**config.mk**
```make
export PLATFORM = sky130hd
export DESIGN_NAME = tbmwf_ctrl
export DESIGN_NICKNAME = d
export VERILOG_FILES = /design/src/tbmwf_pkg.sv /design/src/tbmwf_ctrl.sv
export SDC_FILE = /design/constraint.sdc
export NUM_CORES = 1
export LEC_CHECK = 0
export ABC_AREA = 1
export CORE_MARGIN = 10
export CORE_UTILIZATION = 45
export DETAILED_ROUTE_END_ITERATION = 8
export DONT_BUFFER_PORTS = 1
export MAX_ROUTING_LAYER = met4
export PLACE_DENSITY = 0.63
export SYNTH_ARGS = -nofsm -noshare
export SYNTH_HDL_FRONTEND = slang
export SYNTH_SLANG_ARGS = --single-unit
```
**constraint.sdc**
```tcl
create_clock -name clk -period 1.24 [get_ports clk]
set_input_delay 0.124 -clock clk [delete_from_list [all_inputs] [get_ports clk]]
set_output_delay 0.124 -clock clk [all_outputs]
set_load 0.02 [all_outputs]
```
**src/tbmwf_pkg.sv**
```systemverilog
`timescale 1ns / 1ps
`default_nettype none
// ----------------------------------------------------------------------------
// tbmwf_pkg
// Shared constants and controller/datapath interface types for the
// triple barometer median-weighted fusion core.
// ----------------------------------------------------------------------------
package tbmwf_pkg;

  // EMA: ema' = floor((EMA_KEEP*ema + sample) / EMA_DIV)
  localparam int EMA_KEEP = 9;
  localparam int EMA_DIV  = 10;

  // distance thresholds and the weights they give
  localparam int DIST_NEAR = 20;
  localparam int DIST_MID  = 50;
  localparam int DIST_FAR  = 100;
  localparam int WGT_NEAR  = 100;
  localparam int WGT_MID   = 70;
  localparam int WGT_FAR   = 30;

  localparam int WEIGHT_W = 7;   // holds 0..100
  localparam int WSUM_W   = 9;   // holds 0..300

  typedef struct packed {
    logic load;        // capture samples, form the divide-by-ten dividends
    logic div10_step;  // reciprocal multiply in each EMA lane
    logic ema_upd;     // write back the EMAs of enabled sensors
    logic weigh;       // median, distances and weights
    logic prod;        // weighted products and weight sum
    logic sum;         // accumulate products
    logic divw_init;   // load the weighted-mean divider
    logic divw_step;   // one quotient bit of the weighted mean
    logic out_load;    // move the result into the output register
  } dp_cmd_t;

  typedef struct packed {
    logic wsum_zero;
  } dp_sts_t;

endpackage
`default_nettype wire

```
**src/tbmwf_ctrl.sv**
```systemverilog
`timescale 1ns / 1ps
`default_nettype none
// ----------------------------------------------------------------------------
// tbmwf_ctrl
// Sequencer: steps the datapath through EMA update, weighting and the
// serial weighted-mean divide, and owns both handshakes.
// ----------------------------------------------------------------------------
module tbmwf_ctrl #(
  parameter int PRESSURE_WIDTH = 17
) (
  input  wire logic              clk,
  input  wire logic              rst,
  input  wire logic              in_valid,
  output logic                   in_stall,
  output logic                   out_valid,
  input  wire logic              out_stall,
  output tbmwf_pkg::dp_cmd_t     cmd,
  input  wire tbmwf_pkg::dp_sts_t sts
);

  localparam int CW = (PRESSURE_WIDTH > 1) ? $clog2(PRESSURE_WIDTH) : 1;
  localparam logic [CW-1:0] LAST = CW'(PRESSURE_WIDTH - 1);

  typedef enum logic [3:0] {
    S_IDLE, S_DIV10, S_EMA, S_WEIGH, S_PROD, S_SUM, S_DINIT, S_DIVW, S_DONE
  } state_t;

  state_t          state;
  logic [CW-1:0]   cnt;
  logic            out_free;

  assign in_stall = (state != S_IDLE);
  assign out_free = !out_valid || !out_stall;

  always_comb begin
    cmd            = '0;
    cmd.load       = (state == S_IDLE) && in_valid;
    cmd.div10_step = (state == S_DIV10);
    cmd.ema_upd    = (state == S_EMA);
    cmd.weigh      = (state == S_WEIGH);
    cmd.prod       = (state == S_PROD);
    cmd.sum        = (state == S_SUM);
    cmd.divw_init  = (state == S_DINIT);
    cmd.divw_step  = (state == S_DIVW);
    cmd.out_load   = (state == S_DONE) && out_free;
  end

  always_ff @(posedge clk) begin
    if (rst) begin
      state     <= S_IDLE;
      cnt       <= '0;
      out_valid <= 1'b0;
    end else begin
      if ((state == S_DONE) && out_free) out_valid <= 1'b1;
      else if (out_valid && !out_stall)  out_valid <= 1'b0;
      case (state)
        S_IDLE: begin
          if (in_valid) begin
            state <= S_DIV10;
            cnt   <= '0;
          end
        end
        S_DIV10: state <= S_EMA;
        S_EMA:   state <= S_WEIGH;
        S_WEIGH: state <= S_PROD;
        S_PROD:  state <= S_SUM;
        S_SUM:   state <= sts.wsum_zero ? S_DONE : S_DINIT;  // held value: no divide
        S_DINIT: begin
          state <= S_DIVW;
          cnt   <= '0;
        end
        S_DIVW: begin
          if (cnt == LAST) begin
            state <= S_DONE;
            cnt   <= '0;
          end else begin
            cnt <= cnt + 1'b1;
          end
        end
        S_DONE: begin
          if (out_free) state <= S_IDLE;
        end
        default: state <= S_IDLE;
      endcase
    end
  end

endmodule
`default_nettype wire

```
==> flow_metrics.env, run 1 <==
export IMPL_cts_root_buf="clkbuf_4"
export IMPL_area_growth_pct=40.7
export IMPL_p_int_mw=0.738
export IMPL_port_buffers=0
export IMPL_ys_seq_area_share_pct=28.6
export IMPL_clk_latency_ns=0.27
export IMPL_endpoint_kind="primary output"
export IMPL_leakage_nw=0.490
export IMPL_fin_tns_setup_ns=-0.103
export IMPL_cp_required_ns=1.12
export IMPL_clk_path_buf_depth=2
export IMPL_yosysTopAreaCellShare_pct=28.6
export IMPL_slew_viol_final=0
export IMPL_async_reset_ff_share_pct=0
export IMPL_dp_hpwl_mm=1.28
export IMPL_start_util_pct=47.1
export IMPL_antenna_found_initial=0
export IMPL_stdcell_count=139
export IMPL_wirelength_mm=1.76
export IMPL_switching_share_pct=37.9
export IMPL_syn_nets=108
export IMPL_wl_per_cell_um=12.6
export IMPL_antenna_left=0
export IMPL_n_antenna_cell=0
export IMPL_synth_seq_cells=10
export IMPL_dr_first_iter_drc_count=10
export IMPL_dieArea_mm2=0.00354
export IMPL_hold_class="in -> reg"
export IMPL_cts_tree="built"
export IMPL_vdd_ir_drop_max_mv=0.824
export IMPL_die_h_um=59.5
export IMPL_drc=0
export IMPL_vias_per_cell=5.07
export IMPL_final_util_pct=66.2
export IMPL_relSlewSlack_pct=76.1
export IMPL_clock_sinks=10
export IMPL_fmax_ghz=0.788
export IMPL_synth_area_um2=701
export IMPL_setup_viol_count_final=4
export IMPL_fill_cells=124
export IMPL_cap_violations=0
export IMPL_num_rows=14
export IMPL_fin_crit_sh_pct=102
export IMPL_synth_area_leaders="dfxtp_1, nand2_1, inv_1"
export IMPL_first_global_vias=654
export IMPL_io_pins=16
export IMPL_synth_largest_area_cell="dfxtp_1"
export IMPL_gp_congestion=0.849
export IMPL_post_route_min_period_ns=1.27
export IMPL_status="finished, violations left"
export IMPL_regArea_um2=215
export IMPL_core_mm2=0.00149
export IMPL_switching_power_mw=0.450
export IMPL_worstSetupPathType="reg -> out"
export IMPL_place_inst=122
export IMPL_rsz0062_at_grt="true"
export IMPL_violations="setup timing"
export IMPL_syn_inst=101
export IMPL_p_per_area_mw_per_mm2=1210
export IMPL_synth_ff_type="dfxtp_1"
export IMPL_dieWidth_um=59.5
export IMPL_arrival_ns=1.15
export IMPL_critPathMaxFanout=5
export IMPL_tightest_slew_ns=0.357
export IMPL_cp_start_kind="flip-flop"
export IMPL_final_hold_viol_count=0
export IMPL_place_area_um2=761
export IMPL_vias=705
export IMPL_yosysUniqueCellTypes=26
export IMPL_dr_pass1_iters=4
export IMPL_skew_ns=0.00298
export IMPL_multiInputGateArea_um2=462
export IMPL_drive_above_1_share_pct=52.0
export IMPL_clk_pin_slew_ns=0.07
export IMPL_fin_ws_ns=-0.0297
export IMPL_p_clk_share_pct=24.9
export IMPL_cts_made_buffers=3
export IMPL_synth_most_common_cell="nand2_1"
export IMPL_grt_max_degree=9
export IMPL_synth_edf_count=0
export IMPL_p_comb_share_pct=42.0
export IMPL_yosysWarningCount=0
export IMPL_synth_commonest_cells="nand2_1, inv_1, dfxtp_1, nand3_1"
export IMPL_grt_pass1_wl_mm=2.85
export IMPL_grt_total_usage_pct=10.6
export IMPL_final_area_um2=986
export IMPL_pwr_share_seq_pct=33.1
export IMPL_grt_overflow=0
export IMPL_avgSynthCellArea_um2=6.94
export IMPL_h_tree_depth=1
export IMPL_fin_nets=131
-- area by class of cell --
class | count | area share (%)
Inverter | 18 | 7.11
Multi-Input combinational cell | 69 | 46.8
Timing Repair Buffer | 22 | 18.5
Sequential cell | 10 | 21.8
Clock buffer | 4 | 3.68
Tap cell | 16 | 2.03
-- per-layer routing --
| metal | routed length [µm] | track usage (%) | share of wire, % | vias up |
|---|---|---|---|---|
| met5 | 0 | - | 0 | - |
| met2 | 914 | 18.4 | 52 | 25 |
| met4 | 20 | 4.92 | 1.1 | 0 |
| met3 | 136 | 3.22 | 7.7 | 4 |
| li1 | - | - | - | 367 |
| met1 | 685 | 10.5 | 39 | 309 |
-- worst max-delay path, stage by stage (launching register included) --
cell	delay, ns
dfxtp_4	0.40
inv_2	0.05
nor2_4	0.12
nand2_2	0.06
nor2_1	0.10
buf_4	0.15
-- final timing paths --
check / from / end / slack (ns) / depth (start not counted)
hold / removal: rst / state[1] / 0.02 / 3
setup reg to reg: state[2] / state[3] / 0.04 / 9
hold reg to reg: out_valid / out_valid / 0.49 / 2
setup / recovery: state[2] / cmd[2] / -0.03 / 5
-- cells in the final DEF (no fill, tap or decap), drive strengths merged --
cell,n
buf,21
o21bai,1
o211ai,1
nand4,6
ha,2
or2,1
dlygate4sd3,1
nor2,11
nand3,10
a21oi,6
nand3b,1
dfxtp,10
clkbuf,4
inv,18
nand2,27
nor3,2
a211oi,1
-- power groups by stage --
stage,clock (mW),sequential (mW),combinational (mW)
6_report,0.296,0.393,0.500
3_3_place_gp,0,0.384,0.354
3_5_place_dp,0,0.385,0.358
5_1_grt,0.313,0.397,0.548
4_1_cts,0.299,0.382,0.460
2_1_floorplan,0,0.371,0.310
-- sequential cells by signal (all words and copies together) (netlist names) --
| register | count |
|---|---|
| cnt | 5 |
| out_valid | 1 |
| state | 4 |
-- what timing repair did --
item | in CTS | in global routing
setup buffers | 11 | 1
hold buffers | 1 | 0
setup endpoints to repair | 9 | 20
pin swaps | 6 | 10
resized for setup | 13 | 21
endpoints found under the hold margin | 7 | 0
-- stage by stage --
step	hold slack, ns	power, mW	worst slack (ns)
6_report	0.0196	1.19	-0.0297
5_1_grt	0.0389	1.26	-0.0880
3_3_place_gp	0.189	0.738	0.0738
3_5_place_dp	0.189	0.743	0.0383
2_1_floorplan	0.295	0.681	0.00943
4_1_cts	0.0235	1.14	-0.0501
-- cell families after synthesis --
logic type	after synthesis	synth area share, %
flops	10	28.6
buf+inv	22	13.6
simple gates	58	45.0
compound gates	9	9.29
fa+ha+maj	2	3.57
(Power assumes the default switching activity.)
==> inputs of run 2 (changes only) <==
--- a/config.mk
+++ b/config.mk
@@ -8,8 +8,9 @@
 export ABC_AREA = 1
-export CORE_MARGIN = 10
-export CORE_UTILIZATION = 45
+export CORE_AREA = 10 10 47 49
 export DETAILED_ROUTE_END_ITERATION = 8
+export DIE_AREA = 0 0 57 59
 export DONT_BUFFER_PORTS = 1
+export GPL_TIMING_DRIVEN = 0
 export MAX_ROUTING_LAYER = met4
-export PLACE_DENSITY = 0.63
+export PLACE_DENSITY = 0.71
 export SYNTH_ARGS = -nofsm -noshare
--- a/constraint.sdc
+++ b/constraint.sdc
@@ -3,2 +3,2 @@
 set_output_delay 0.124 -clock clk [all_outputs]
-set_load 0.02 [all_outputs]
+set_load 0.01 [all_outputs]
==> flow_metrics.env, run 2 (synthesized netlist as in run 1, its figures left out) <==
export IMPL_status="finished clean"
export IMPL_relSlewSlack_pct=68.9
export IMPL_fin_crit_sh_pct=98.2
export IMPL_clock_sinks=10
export IMPL_grt_total_usage_pct=10.4
export IMPL_endpoint_kind="primary output"
export IMPL_fill_cells=138
export IMPL_hp_start="out_stall"
export IMPL_r2r_cells=8
export IMPL_vdd_ir_drop_max_mv=0.603
export IMPL_power_mw=1.04
export IMPL_rsz0062_at_grt="true"
export IMPL_post_route_min_period_ns=1.22
export IMPL_r2r_start="state[2]"
export IMPL_p_per_area_mw_per_mm2=1180
export IMPL_clk_path_buf_depth=2
export IMPL_final_cell_mix="nand2_1, inv_2, inv_1, nand3_1, buf_4"
export IMPL_grt_max_degree=10
export IMPL_critPathMaxFanout=4
export IMPL_dieWidth_um=57
export IMPL_grt_overflow=0
export IMPL_mostFrequentLayoutCell="nand2_1"
export IMPL_antenna_found_initial=0
export IMPL_die_h_um=59
export IMPL_core_mm2=0.00140
export IMPL_top_regs="cnt (5), state (4), out_valid (1)"
export IMPL_cap_violations=0
export IMPL_place_area_um2=721
export IMPL_arrival_ns=1.09
export IMPL_cts_tree="built"
export IMPL_skew_ns=0.000788
export IMPL_antenna_left=0
export IMPL_stdcell_count=127
export IMPL_h_tree_depth=1
export IMPL_slew_viol_final=0
export IMPL_place_inst=117
export IMPL_area_growth_pct=25.4
export IMPL_clk_latency_ns=0.26
export IMPL_dieArea_mm2=0.00336
export IMPL_wl_per_cell_um=13.3
export IMPL_min_path_cells=2
export IMPL_grt_pass1_wl_mm=2.80
export IMPL_hold_end="out_valid"
export IMPL_cp_required_ns=1.12
export IMPL_setup_viol_count_final=0
export IMPL_pre_cts_ws_ns=0.0273
export IMPL_fmax_ghz=0.821
export IMPL_regArea_um2=211
export IMPL_drive_above_1_share_pct=46.8
export IMPL_fin_tns_setup_ns=0
export IMPL_r2r_setup_slack_ns=0.07
export IMPL_port_buffers=0
export IMPL_start_util_pct=50.0
export IMPL_hold_class="in -> reg"
export IMPL_cts_root_buf="clkbuf_4"
export IMPL_first_global_vias=624
export IMPL_dr_first_iter_drc_count=8
export IMPL_dr_pass1_iters=4
export IMPL_multiInputGateArea_um2=473
export IMPL_largest_reg_flops=5
export IMPL_vias=677
export IMPL_fin_ws_ns=0.0222
export IMPL_cts_made_buffers=3
export IMPL_clk_pin_slew_ns=0.06
export IMPL_timing_rr_end="state[3]"
export IMPL_wirelength_mm=1.69
export IMPL_cp_start_kind="flip-flop"
export IMPL_vias_per_cell=5.33
export IMPL_tightest_slew_ns=0.467
export IMPL_worstSetupPathType="reg -> out"
export IMPL_final_area_um2=878
export IMPL_fin_nets=120
export IMPL_final_hold_viol_count=0
export IMPL_leakage_nw=0.415
export IMPL_num_rows=14
export IMPL_dp_hpwl_mm=1.22
export IMPL_drc=0
export IMPL_io_pins=16
export IMPL_n_antenna_cell=0
export IMPL_gp_congestion=0.803
export IMPL_largest_register="cnt"
run 2: changes by cell type in the layout (fill, tap and decap cells not counted), moves of 2 or more:
cell and change:
inv_2 +2, nor3_4 +2, buf_6 -2, nand2_2 -2, buf_4 -10, nor2_1 -2, nor3_2 -2, nor2_2 +3
run 2: timing repair:
item | in CTS | in global routing
setup endpoints to repair | 7 | 15
resized for setup | 11 | 20
buffers inserted | 2 | 5
hold buffers | 0 | 0
hold endpoints to repair | 0 | 0
pin swaps | 2 | 8
run 2: routing by layer:
metal / part of all wire, % / GRT usage [%]
met5: 0 / -
met4: 0.59 / 5.03
met3: 4.6 / 2.58
met2: 57 / 18.0
met1: 38 / 10.8
run 2: cell type report:
class	count	share of cell area, %
clock buffer	3	2.56
sequential	10	24.1
multi-input combinational	69	53.8
inverter	18	7.69
buffer	4	3.56
tap	16	2.28
timing repair buffer	7	5.98
run 2: worst max-delay path by stage:
| stage | start | cells after the start | slack, ns | endpoint |
|---|---|---|---|---|
| 2_1_floorplan | cnt[0] | 10 | 0.11 | state[3] |
| 3_3_place_gp | cnt[0] | 10 | 0.05 | state[3] |
| 3_5_place_dp | cnt[0] | 10 | 0.03 | state[3] |
| 4_1_cts | state[0] | 4 | -0.02 | cmd[6] |
| 5_1_grt | state[3] | 4 | -0.06 | cmd[0] |
| 6_report | state[3] | 4 | 0.02 | cmd[0] |
run 2: power breakdown:
part / total (mW) / internal [mW] / switching, mW
sequential: 0.373 / 0.348 / 0.0245
combinational: 0.449 / 0.174 / 0.275
clock: 0.214 / 0.112 / 0.103
run 2: worst max-delay path, cell delays in order, from the launching register on:
cell and delay [ns]:
dfxtp_4 0.39, inv_2 0.07, nor2_2 0.14, nand2_2 0.10
nor2_4 0.14
run 2: metrics by stage:
step | utilization (%) | hold slack, ns
global placement | 51.4 | 0.299
CTS | 56.9 | 0.0239
detailed placement | 51.4 | 0.307
global route | 62.7 | 0.0681
finish | 62.7 | 0.0572
floorplan | - | 0.294
==> inputs of run 3 (changes only) <==
clock period = 1.45 ns   (was 1.24 ns; I/O delays follow)
==> flow_metrics.env, run 3 (synthesized netlist as in run 1, its figures left out) <==
export IMPL_p_per_area_mw_per_mm2=1030
export IMPL_stdcell_count=120
export IMPL_fin_crit_sh_pct=92.3
export IMPL_r2r_start="cnt[0]"
export IMPL_n_antenna_cell=0
export IMPL_critPathMaxFanout=9
export IMPL_fmax_ghz=0.747
export IMPL_largest_register="cnt"
export IMPL_wirelength_mm=1.51
export IMPL_h_tree_depth=1
export IMPL_vias_per_cell=5.29
export IMPL_dr_first_iter_drc_count=13
export IMPL_place_area_um2=721
export IMPL_grt_overflow=0
export IMPL_start_util_pct=50.0
export IMPL_wl_per_cell_um=12.6
export IMPL_leakage_nw=0.383
export IMPL_setup_viol_count_final=0
export IMPL_port_buffers=0
export IMPL_antenna_found_initial=0
export IMPL_timing_rr_end="state[3]"
export IMPL_cp_required_ns=1.31
export IMPL_drive_above_1_share_pct=26.0
export IMPL_core_mm2=0.00140
export IMPL_cap_violations=0
export IMPL_largest_reg_flops=5
export IMPL_fin_tns_setup_ns=0
export IMPL_fill_cells=164
export IMPL_grt_total_usage_pct=10.2
export IMPL_dieWidth_um=57
export IMPL_r2r_cells=10
export IMPL_io_pins=16
export IMPL_clk_pin_slew_ns=0.06
export IMPL_tightest_slew_ns=0.464
export IMPL_vdd_ir_drop_max_mv=0.467
export IMPL_cp_start_kind="flip-flop"
export IMPL_grt_pass1_wl_mm=2.75
export IMPL_clk_latency_ns=0.26
export IMPL_slew_viol_final=0
export IMPL_post_cts_buffers=0
export IMPL_die_h_um=59
export IMPL_top_regs="cnt (5), state (4), out_valid (1)"
export IMPL_post_route_min_period_ns=1.34
export IMPL_fin_nets=113
export IMPL_hold_class="in -> reg"
export IMPL_status="finished clean"
export IMPL_skew_ns=0.00260
export IMPL_rsz0062_at_grt="false"
export IMPL_clock_sinks=10
export IMPL_timing_hold_ws_ns=0.0580
export IMPL_dieArea_mm2=0.00336
export IMPL_grt_max_degree=10
export IMPL_r2r_setup_slack_ns=0.23
export IMPL_place_inst=117
export IMPL_critPathLaunch="state[0]"
export IMPL_cts_made_buffers=3
export IMPL_cts_root_buf="clkbuf_4"
export IMPL_dp_hpwl_mm=1.22
export IMPL_vias=635
export IMPL_cp_endpoint="cmd[6]"
export IMPL_fin_ws_ns=0.112
export IMPL_pre_cts_ws_ns=0.237
export IMPL_cts_tree="built"
export IMPL_final_area_um2=752
export IMPL_final_cell_mix="nand2_1, inv_1, dfxtp_1, nand3_1, nand4_1"
export IMPL_drc=0
export IMPL_power_mw=0.774
export IMPL_num_rows=14
export IMPL_final_hold_viol_count=0
export IMPL_relSlewSlack_pct=69.0
export IMPL_antenna_left=0
export IMPL_final_util_pct=53.7
export IMPL_first_global_vias=610
export IMPL_area_growth_pct=7.32
export IMPL_arrival_ns=1.19
export IMPL_clk_path_buf_depth=2
export IMPL_endpoint_kind="primary output"
export IMPL_worstSetupPathType="reg -> out"
export IMPL_dr_pass1_iters=4
export IMPL_mostFrequentLayoutCell="nand2_1"
export IMPL_holdBufCountCts=0
export IMPL_gp_congestion=0.803
run 3: cell types whose count changed in the layout (fill, tap and decap cells not counted), sizes merged:
cell	previous run	this run
buf	11	4
run 3: critical path, stage by stage (launching register included):
cell	delay [ns]
dfxtp_1	0.31
buf_6	0.13
nor2_1	0.18
inv_1	0.11
nor3_2	0.20
run 3: how the worst min path moves through the flow:
stage / start / endpoint / slack [ns] / depth (start not counted)
after global placement: out_stall / out_valid / 0.32 / 2
after floorplan: out_stall / out_valid / 0.31 / 2
after global routing: out_stall / out_valid / 0.08 / 2
after CTS: out_stall / out_valid / 0.04 / 2
after detailed placement: out_stall / out_valid / 0.33 / 2
final: out_stall / out_valid / 0.06 / 2
run 3: final cells by class:
class / count / area (µm²) / area share [%]
clock buffers: 3 / 22.5 / 3.00
inverters: 18 / 67.6 / 8.99
flip-flops and latches: 10 / 201 / 26.8
plain buffers: 4 / 27.5 / 3.66
multi-input cells: 69 / 413 / 54.9
well taps: 16 / 20.0 / 2.66
run 3: power breakdown:
| part | total [mW] | leakage (nW) | switching [mW] | internal (mW) |
|---|---|---|---|---|
| Sequential | 0.313 | 0.0817 | 0.0167 | 0.296 |
| Combinational | 0.278 | 0.287 | 0.188 | 0.0905 |
| Clock | 0.183 | 0.0138 | 0.0874 | 0.0956 |
| Total | 0.774 | 0.383 | 0.292 | 0.482 |
run 3: repair_timing:
item	in CTS	in global routing
setup endpoints to repair	1	2
pin swaps	0	0
resized for setup	1	2
hold endpoints to repair	0	0
run 3: per-layer routing:
layer	routed length (µm)	track usage, %	up-vias
li1	-	-	330
met1	571	10.5	290
met2	838	17.7	11
met3	73	2.58	4
met4	25	5.03	0
met5	0	-	-
